**src/rtl/core/fvcw_pkg.sv**
```systemverilog
// shared types, constants and colour wheel table for the flow colour block
// no dependencies
package fvcw_pkg;

    localparam int HueFracBits = 8;
    localparam int AngleBits   = 20;
    localparam int CordicSteps = 16;
    localparam int WheelSize   = 55;
    localparam int CordicW     = 27;
    localparam int ZW          = 22;
    localparam int FlowW       = 16;
    localparam int MagW        = 16;

    localparam logic [7:0] YgDn [6]  = '{8'd255, 8'd213, 8'd170, 8'd128, 8'd85, 8'd43};
    localparam logic [7:0] GcUp [4]  = '{8'd0, 8'd63, 8'd127, 8'd191};
    localparam logic [7:0] CbDn [11] = '{8'd255, 8'd232, 8'd209, 8'd186, 8'd163, 8'd140,
                                        8'd116, 8'd93, 8'd70, 8'd47, 8'd24};
    localparam logic [7:0] BmUp [13] = '{8'd0, 8'd19, 8'd39, 8'd58, 8'd78, 8'd98, 8'd117,
                                        8'd137, 8'd156, 8'd176, 8'd196, 8'd215, 8'd235};

    localparam logic [1:0] ChRed   = 2'd0;
    localparam logic [1:0] ChGreen = 2'd1;
    localparam logic [1:0] ChBlue  = 2'd2;

    typedef struct packed {
        logic       ld;
        logic       sqa;
        logic       sqb;
        logic       iter;
        logic       hue;
        logic       chw;
        logic       mul;
        logic       div;
        logic       sto;
        logic       fin;
        logic [3:0] cnt;
        logic [1:0] ch;
    } t_cmd;

    typedef struct packed {
        logic colour;
    } t_sts;

    function automatic logic [17:0] atan_tab(input logic [3:0] i);
        logic [17:0] v;
        unique case (i)
            4'd0:    v = 18'd131072;
            4'd1:    v = 18'd77376;
            4'd2:    v = 18'd40884;
            4'd3:    v = 18'd20753;
            4'd4:    v = 18'd10417;
            4'd5:    v = 18'd5213;
            4'd6:    v = 18'd2607;
            4'd7:    v = 18'd1304;
            4'd8:    v = 18'd652;
            4'd9:    v = 18'd326;
            4'd10:   v = 18'd163;
            4'd11:   v = 18'd81;
            4'd12:   v = 18'd41;
            4'd13:   v = 18'd20;
            4'd14:   v = 18'd10;
            default: v = 18'd5;
        endcase
        return v;
    endfunction

    // wheel entry k, channel ch
    function automatic logic [7:0] wheel(input logic [5:0] k, input logic [1:0] ch);
        logic [7:0] r, g, b, v;
        logic [5:0] o;
        r = 8'd0; g = 8'd0; b = 8'd0; o = 6'd0;
        priority if (k < 6'd15) begin
            r = 8'd255; g = 8'(k * 6'd17);
        end else if (k < 6'd21) begin
            o = k - 6'd15; r = YgDn[o[2:0]]; g = 8'd255;
        end else if (k < 6'd25) begin
            o = k - 6'd21; g = 8'd255; b = GcUp[o[1:0]];
        end else if (k < 6'd36) begin
            o = k - 6'd25; g = CbDn[o[3:0]]; b = 8'd255;
        end else if (k < 6'd49) begin
            o = k - 6'd36; r = BmUp[o[3:0]]; b = 8'd255;
        end else if (k < 6'd55) begin
            o = k - 6'd49; r = 8'd255; b = YgDn[o[2:0]];
        end
        unique case (ch)
            ChRed:   v = r;
            ChGreen: v = g;
            default: v = b;
        endcase
        return v;
    endfunction

endpackage

```
**src/rtl/core/fvcw_ctrl.sv**
```systemverilog
// sequencing state machine for the flow colour block
// depends on fvcw_pkg for the command and status structs
module fvcw_ctrl (
    input  logic            i_clk,
    input  logic            i_rst_n,
    input  logic            i_s_tvalid,
    output logic            o_s_tready,
    output logic            o_m_tvalid,
    input  logic            i_m_tready,
    input  fvcw_pkg::t_sts  i_sts,
    output fvcw_pkg::t_cmd  o_cmd
);

    localparam logic [3:0] S_IDLE = 4'd0;
    localparam logic [3:0] S_SQA  = 4'd1;
    localparam logic [3:0] S_SQB  = 4'd2;
    localparam logic [3:0] S_ITER = 4'd3;
    localparam logic [3:0] S_HUE  = 4'd4;
    localparam logic [3:0] S_CHW  = 4'd5;
    localparam logic [3:0] S_MUL  = 4'd6;
    localparam logic [3:0] S_DIV  = 4'd7;
    localparam logic [3:0] S_STO  = 4'd8;
    localparam logic [3:0] S_DONE = 4'd9;

    logic [3:0] r_state, n_state;
    logic [3:0] r_cnt, n_cnt;
    logic [1:0] r_ch, n_ch;
    logic       r_ovalid, n_ovalid;
    logic       fin;

    assign o_s_tready = (r_state == S_IDLE);
    assign o_m_tvalid = r_ovalid;
    assign fin        = (r_state == S_DONE) && (!r_ovalid || i_m_tready);

    always_comb begin
        n_state = r_state;
        n_cnt   = r_cnt;
        n_ch    = r_ch;
        unique case (r_state)
            S_IDLE: if (i_s_tvalid) n_state = S_SQA;
            S_SQA:  n_state = S_SQB;
            S_SQB: begin
                n_state = S_ITER; n_cnt = 4'd0;
            end
            S_ITER: begin
                n_cnt = r_cnt + 4'd1;
                if (r_cnt == 4'd15) begin
                    n_state = i_sts.colour ? S_HUE : S_DONE;
                end
            end
            S_HUE: begin
                n_state = S_CHW; n_ch = fvcw_pkg::ChRed;
            end
            S_CHW:  n_state = S_MUL;
            S_MUL: begin
                n_state = S_DIV; n_cnt = 4'd7;
            end
            S_DIV: begin
                n_cnt = r_cnt - 4'd1;
                if (r_cnt == 4'd0) n_state = S_STO;
            end
            S_STO: begin
                n_ch = r_ch + 2'd1;
                n_state = (r_ch == fvcw_pkg::ChBlue) ? S_DONE : S_CHW;
            end
            S_DONE: if (fin) n_state = S_IDLE;
            default: n_state = S_IDLE;
        endcase
    end

    always_comb begin
        n_ovalid = r_ovalid;
        if (r_ovalid && i_m_tready) n_ovalid = 1'b0;
        if (fin && i_sts.colour)    n_ovalid = 1'b1;
    end

    always_ff @(posedge i_clk) begin
        if (!i_rst_n) begin
            r_state  <= S_IDLE;
            r_cnt    <= 4'd0;
            r_ch     <= 2'd0;
            r_ovalid <= 1'b0;
        end else begin
            r_state  <= n_state;
            r_cnt    <= n_cnt;
            r_ch     <= n_ch;
            r_ovalid <= n_ovalid;
        end
    end

    always_comb begin
        o_cmd      = '0;
        o_cmd.ld   = (r_state == S_IDLE) && i_s_tvalid;
        o_cmd.sqa  = (r_state == S_SQA);
        o_cmd.sqb  = (r_state == S_SQB);
        o_cmd.iter = (r_state == S_ITER);
        o_cmd.hue  = (r_state == S_HUE);
        o_cmd.chw  = (r_state == S_CHW);
        o_cmd.mul  = (r_state == S_MUL);
        o_cmd.div  = (r_state == S_DIV);
        o_cmd.sto  = (r_state == S_STO);
        o_cmd.fin  = fin;
        o_cmd.cnt  = r_cnt;
        o_cmd.ch   = r_ch;
    end

endmodule

```
**src/rtl/core/fvcw_dp.sv**
```systemverilog
// datapath: squares, bit-serial square root, cordic angle, hue blend and divider
// depends on fvcw_pkg for constants, wheel table and command structs
module fvcw_dp (
    input  logic            i_clk,
    input  logic            i_rst_n,
    input  logic [31:0]     i_s_tdata,
    input  logic [2:0]      i_s_tuser,
    output logic [23:0]     o_m_tdata,
    input  fvcw_pkg::t_cmd  i_cmd,
    output fvcw_pkg::t_sts  o_sts
);

    localparam int CW = fvcw_pkg::CordicW;
    localparam int ZW = fvcw_pkg::ZW;

    logic signed [15:0] r_x, r_y;
    logic               r_func, r_unk, r_fs;
    logic [31:0]        r_px, r_sq;
    logic [15:0]        r_root, r_max;
    logic [16:0]        r_rem;
    logic signed [CW-1:0] r_cx, r_cy;
    logic signed [ZW-1:0] r_z;
    logic [1:0]         r_quad;
    logic               r_axis, r_zero;
    logic [5:0]         r_k0;
    logic [7:0]         r_fr;
    logic               r_within;
    logic [15:0]        r_hv;
    logic [32:0]        r_drem;
    logic [7:0]         r_q;
    logic [7:0]         r_chv [3];
    logic [23:0]        r_out;

    // quadrant fold of the incoming vector
    logic signed [15:0] ix, iy;
    logic signed [16:0] fx, fy, ex, ey;
    logic [1:0]         fq;
    assign ix = i_s_tdata[15:0];
    assign iy = i_s_tdata[31:16];
    assign ex = 17'(ix);
    assign ey = 17'(iy);
    always_comb begin
        priority if (ix > 16'sd0 && iy >= 16'sd0) begin
            fq = 2'd0; fx = ex;  fy = ey;
        end else if (ix <= 16'sd0 && iy > 16'sd0) begin
            fq = 2'd1; fx = ey;  fy = -ex;
        end else if (ix < 16'sd0 && iy <= 16'sd0) begin
            fq = 2'd2; fx = -ex; fy = -ey;
        end else begin
            fq = 2'd3; fx = -ey; fy = ex;
        end
    end

    // one root bit per step
    logic [18:0] sr_rem2, sr_t;
    assign sr_rem2 = {r_rem, r_sq[31:30]};
    assign sr_t    = {1'b0, r_root, 2'b01};

    // one cordic rotation per step
    logic signed [CW-1:0] sh_x, sh_y;
    logic signed [ZW-1:0] at;
    assign sh_x = r_cx >>> i_cmd.cnt;
    assign sh_y = r_cy >>> i_cmd.cnt;
    assign at   = ZW'(fvcw_pkg::atan_tab(i_cmd.cnt));

    // angle and hue index
    logic [17:0] zc;
    logic [19:0] ang;
    logic [25:0] fkp;
    logic [5:0]  k0;
    always_comb begin
        if (r_z < 0) zc = 18'd0;
        else if (r_z > ZW'(18'h3FFFF)) zc = 18'h3FFFF;
        else zc = r_z[17:0];
        if (r_zero) ang = 20'd0;
        else if (r_axis) ang = {r_quad, 18'd0};
        else ang = {r_quad, zc};
        fkp = 26'(ang) * 26'd54;
        k0  = fkp[25:20];
        if (k0 > 6'd53) k0 = 6'd53;
    end

    logic [8:0]  wa;
    logic [16:0] hsum;
    assign wa   = 9'd256 - 9'(r_fr);
    assign hsum = 17'(wa * fvcw_pkg::wheel(r_k0, i_cmd.ch))
                + 17'(r_fr * fvcw_pkg::wheel(r_k0 + 6'd1, i_cmd.ch));

    logic [23:0] den;
    logic [32:0] dsh;
    logic [17:0] dim;
    assign den = {r_max, 8'd0};
    assign dsh = {9'd0, den} << i_cmd.cnt[2:0];
    assign dim = 18'(r_hv) * 18'd3;

    always_ff @(posedge i_clk) begin
        if (i_cmd.ld) begin
            r_x <= ix; r_y <= iy;
            r_func <= i_s_tuser[0]; r_unk <= i_s_tuser[1]; r_fs <= i_s_tuser[2];
            r_quad <= fq;
            r_axis <= (fy == 17'sd0);
            r_zero <= (ix == 16'sd0) && (iy == 16'sd0);
            r_cx <= CW'({fx, 8'd0});
            r_cy <= CW'({fy, 8'd0});
            r_z  <= '0;
        end
        if (i_cmd.sqa) r_px <= 32'(r_x * r_x);
        if (i_cmd.sqb) begin
            r_sq   <= r_px + 32'(r_y * r_y);
            r_root <= '0;
            r_rem  <= '0;
        end
        if (i_cmd.iter) begin
            r_sq <= {r_sq[29:0], 2'b00};
            if (sr_rem2 >= sr_t) begin
                r_rem  <= 17'(sr_rem2 - sr_t);
                r_root <= {r_root[14:0], 1'b1};
            end else begin
                r_rem  <= sr_rem2[16:0];
                r_root <= {r_root[14:0], 1'b0};
            end
            if (r_cy > 0) begin
                r_cx <= r_cx + sh_y; r_cy <= r_cy - sh_x; r_z <= r_z + at;
            end else begin
                r_cx <= r_cx - sh_y; r_cy <= r_cy + sh_x; r_z <= r_z - at;
            end
        end
        if (i_cmd.hue) begin
            r_k0 <= k0;
            r_fr <= fkp[19:12];
            r_within <= (r_root <= r_max);
        end
        if (i_cmd.chw) r_hv <= hsum[15:0];
        if (i_cmd.mul) begin
            r_drem <= 33'(r_root * (16'd65280 - r_hv)) + 33'(den) - 33'd1;
            r_q    <= '0;
        end
        if (i_cmd.div && r_drem >= dsh) begin
            r_drem <= r_drem - dsh;
            r_q[i_cmd.cnt[2:0]] <= 1'b1;
        end
        if (i_cmd.sto) r_chv[i_cmd.ch] <= r_within ? 8'd255 - r_q : dim[17:10];
        if (i_cmd.fin && r_func) begin
            if (r_unk) r_out <= 24'd0;
            else if (r_max == 16'd0) r_out <= 24'hFFFFFF;
            else r_out <= {r_chv[2], r_chv[1], r_chv[0]};
        end
    end

    // running maximum, restarted from the measure's magnitude (zero if unknown) on a frame-start measure
    always_ff @(posedge i_clk) begin
        if (!i_rst_n) begin
            r_max <= '0;
        end else if (i_cmd.fin && !r_func) begin
            if (r_fs) r_max <= r_unk ? 16'd0 : r_root;
            else if (!r_unk && r_root > r_max) r_max <= r_root;
        end
    end

    assign o_sts.colour = r_func;
    assign o_m_tdata    = r_out;

endmodule

```
**src/rtl/core/flow_vector_to_colour_wheel.sv**
```systemverilog
// a colour result follows the input transaction after the 16-step root/cordic loop
// and three channel passes through the shared serial divider
// the block takes no new item until the last one is done; measure items give no result
// the result register lets the next item start while a result waits
// reset (synchronous, active low) clears the frame maximum and the control state
module flow_vector_to_colour_wheel (
    input  logic        i_clk,
    input  logic        i_rst_n,
    input  logic        i_s_tvalid,
    output logic        o_s_tready,
    input  logic [31:0] i_s_tdata,  // flow_x, flow_y
    input  logic [2:0]  i_s_tuser,  // func, flow_unknown, frame_start
    output logic        o_m_tvalid,
    input  logic        i_m_tready,
    output logic [23:0] o_m_tdata   // red, green, blue
);

    fvcw_pkg::t_cmd cmd;
    fvcw_pkg::t_sts sts;

    fvcw_ctrl u_ctrl (
        .i_clk      (i_clk),
        .i_rst_n    (i_rst_n),
        .i_s_tvalid (i_s_tvalid),
        .o_s_tready (o_s_tready),
        .o_m_tvalid (o_m_tvalid),
        .i_m_tready (i_m_tready),
        .i_sts      (sts),
        .o_cmd      (cmd)
    );

    fvcw_dp u_dp (
        .i_clk     (i_clk),
        .i_rst_n   (i_rst_n),
        .i_s_tdata (i_s_tdata),
        .i_s_tuser (i_s_tuser),
        .o_m_tdata (o_m_tdata),
        .i_cmd     (cmd),
        .o_sts     (sts)
    );

endmodule

```
**config.mk**
```make
export PLATFORM = sky130hd
export DESIGN_NAME = flow_vector_to_colour_wheel
export DESIGN_NICKNAME = d
export VERILOG_FILES = /design/src/rtl/core/fvcw_pkg.sv /design/src/rtl/core/fvcw_ctrl.sv /design/src/rtl/core/fvcw_dp.sv /design/src/rtl/core/flow_vector_to_colour_wheel.sv
export SDC_FILE = /design/constraint.sdc
export NUM_CORES = 2
export LEC_CHECK = 0
export ABC_AREA = 1
export BUFFER_PORTS_ARGS = -buffer_cell sky130_fd_sc_hd__clkbuf_2
export CELL_PAD_IN_SITES_DETAIL_PLACEMENT = 0
export CELL_PAD_IN_SITES_GLOBAL_PLACEMENT = 1
export CORE_MARGIN = 8
export CORE_UTILIZATION = 51
export CTS_BUF_LIST = sky130_fd_sc_hd__clkbuf_16
export CTS_CLUSTER_SIZE = 10
export DETAILED_ROUTE_END_ITERATION = 12
export PLACE_DENSITY_LB_ADDON = 0.1
export SLEW_MARGIN = 25
export SYNTH_ARGS = -nofsm -noshare
export SYNTH_HDL_FRONTEND = slang
export SYNTH_SLANG_ARGS = --single-unit
```
**constraint.sdc**
```tcl
create_clock -name i_clk -period 10.17 [get_ports i_clk]
set_input_delay 1.5255 -clock i_clk [delete_from_list [all_inputs] [get_ports i_clk]]
set_output_delay 1.5255 -clock i_clk [all_outputs]
set_load 0.02 [all_outputs]
```
==> flow_metrics.tcl <==
set metrics [dict create \
    status "completed" \
    cts_tree "done" \
    max_freq_mhz 116 \
    grt_usage 0.257 \
    worst_clock_skew_ns 0.0402 \
    cp_top_family "adder cells" \
    mappedNetlistNets 9759 \
    synth.avg_cell_area_um2 7.95 \
    final_nets 9695 \
    grt_pass1_wl_um 291000 \
    synthToLayoutAreaGrowth_pct 5.31 \
    cts_max_level 2 \
    setup_viol 0 \
    cts_root_buf "clkbuf_16" \
    die-width_um 373 \
    clk_latency_ns 0.67 \
    seq_area_frac_synth 0.161 \
    core-area_um2 127000 \
    grt_pass1_vias 52937 \
    yosysTopAreaCell "fa_1" \
    crit_path_max_fanout 17 \
    rows 131 \
    num_vias 52295 \
    cp-end-kind "flop" \
    dpl.hpwl_um 148000 \
    cts_repair_resize_count 0 \
    period_share 0.847 \
    worst_pin_slew_ns 1.14 \
    critPathMaxStageDelay_ns 0.76 \
    critPathLaunch "u_dp.r_k0[2]" \
    most-common-layout-cells "inv_1 (1,841), nand2_1 (1,612), fa_1 (951), ha_1 (585), nor2_1 (564)" \
    clk_pin_slew_worst_paths_ns 0.06 \
    gp_congestion 0.931 \
    r2r-start "u_dp.r_k0[2]" \
    min_period_ns 8.61 \
    antenna_found_initial 5 \
    grt_max_degree 74 \
    synth.distinct_cells 68 \
    drive_gt1_frac 0.0348 \
    crit_buf_inv 7 \
    critPathKind "flop to flop" \
    die-height_um 373 \
    initial_core_util 0.512 \
    synth_top_flop_cell "edfxtp_1" \
    vias_per_cell 5.32 \
    required_ns 10.56 \
    first_pass_iters 9 \
    synth_top_area_share 0.293 \
    min_from "u_dp.r_q[6]" \
    synth_area_leaders "fa_1 (29%), edfxtp_1 (14%), ha_1 (11%)" \
    fin_area_um2 68500 \
    finalSetupTns_ns 0 \
    grt-ovfl-total 0 \
    routedWlPerCell_um 18.3 \
    portBuffers 64 \
    syn-cell-area_um2 65100 \
    final_common_cell "inv_1" \
    synth-seq-cells 368 \
    dpl_cell_area_um2 66900 \
    postCtsSetupBuffers 0 \
    ant_nets 0 \
    ys_warn_count 0 \
    hold_violations 0 \
    slew-limit-headroom 0.243 \
    dr.first_iter.drc_count 3660 \
    drv_slew 0 \
    drcViolationCount 0 \
    syn_inst 8183 \
    crit_slowest_cell "edfxtp_1" \
    cts_sinks 368 \
    ios 65 \
    rsz0062_at_grt "false" \
    numCtsBuffers 51 \
    maxCapViolCount 0 \
    instances_no_fill 9826 \
    die_area_um2 139000 \
    cts_buffer_depth 3 \
    wirelength_um 180000 \
    cp.arrival_ns 9.01 \
    async_reset_ff_frac 0 \
    critPathLaunchType "flop" \
    synth-edff-count 313 \
    place.detailed.instances 9726 \
    hold_buffers 0 \
    holdCritPathClass "flop to flop" \
]
==> metal layers <==
layer  global-route usage  wire length (um)
met5                    0                25
met4               0.0525              4020
met3               0.0327              9410
met2                0.427             84000
met1                0.364             82800
==> per-stage QoR <==
| stage | hold slack, ns | utilization | setup WS [ns] |
|---|---|---|---|
| 6_report | 0.458 | 0.540 | 1.56 |
| 5_1_grt | 0.505 | 0.540 | 0.816 |
| 4_1_cts | 0.460 | 0.539 | 1.63 |
| 3_5_place_dp | 0.446 | 0.527 | 1.64 |
| 3_3_place_gp | 0.439 | 0.527 | 1.61 |
| 2_1_floorplan | 0.423 | - | 2.54 |
==> flip-flops by register name, indices dropped and copies added, names as in the netlist, 4 cells and up <==
name and cells:
u_ctrl.r_cnt 4, u_ctrl.r_state 4, u_dp.at 18, u_dp.o_m_tdata 24
u_dp.r_chv 24, u_dp.r_cx 27, u_dp.r_cy 27, u_dp.r_drem 25
u_dp.r_fr 8, u_dp.r_hv 16, u_dp.r_k0 6, u_dp.r_max 16
u_dp.r_px 31, u_dp.r_q 8, u_dp.r_rem 17, u_dp.r_root 16
u_dp.r_sq 32, u_dp.r_x 16, u_dp.r_y 16, u_dp.r_z 22
==> worst register-to-register path: cells and delay by family, from the launching register on <==
kind | cells | cell delay, ns
XOR/XNOR | 1 | 0.06
AO/OA/AOI/OAI | 5 | 1.49
AND/OR/NAND/NOR | 11 | 1.45
flip-flops | 1 | 0.76
adder cells (fa/ha/maj) | 8 | 3.59
buffers and inverters | 7 | 1.02
==> worst paths after layout <==
kind                    to  slack (ns)  depth (start not counted)
max          u_dp.r_hv[15]        1.56                         32
min            u_dp.r_q[6]        0.46                          2
max reg2reg  u_dp.r_hv[15]        1.56                         32
min reg2reg    u_dp.r_q[6]        0.46                          2
==> Yosys cell counts, types with 13 or more instances <==
cell type and instances:
edfxtp_1 313, a21o_1 21, a31oi_1 47, xnor2_1 105
inv_1 1828, nor2_1 570, nor4_1 23, o221ai_1 13
nand4_1 40, o21a_1 18, o2111ai_1 18, buf_2 30
fa_1 952, o21ai_0 432, o21ai_1 36, o22ai_1 14
ha_1 585, dfxtp_1 55, nand3_1 329, or2_2 32
a21oi_1 448, clkbuf_1 165, inv_2 19, o211ai_1 52
nand2_1 1613, xor2_1 173, clkinv_1 14, buf_1 20
nor3_1 60, a211oi_1 16, o21bai_1 23
==> final cells by class <==
class / count / area (um2)
fillers: 12263 / 58500
multi-input cells: 5722 / 46700
flip-flops and latches: 368 / 10500
inverters: 1862 / 6990
well taps: 1662 / 2080
clock buffers: 53 / 1330
repair buffers: 114 / 707
clock inverters: 43 / 255
diodes: 2 / 5.00
==> cells by family after synthesis <==
logic type | after synthesis | share of synthesized area
AND/OR/NAND/NOR | 2707 | 0.169
adder cells (fa/ha/maj) | 1537 | 0.405
multiplexers | 6 | 0.000923
AO/OA/AOI/OAI | 1193 | 0.103
buffers and inverters | 2093 | 0.123
flip-flops | 368 | 0.161
XOR/XNOR | 279 | 0.0377
Power is not shown: default switching activity piles up to over one toggle a cycle in this logic, so the estimate is an artifact.
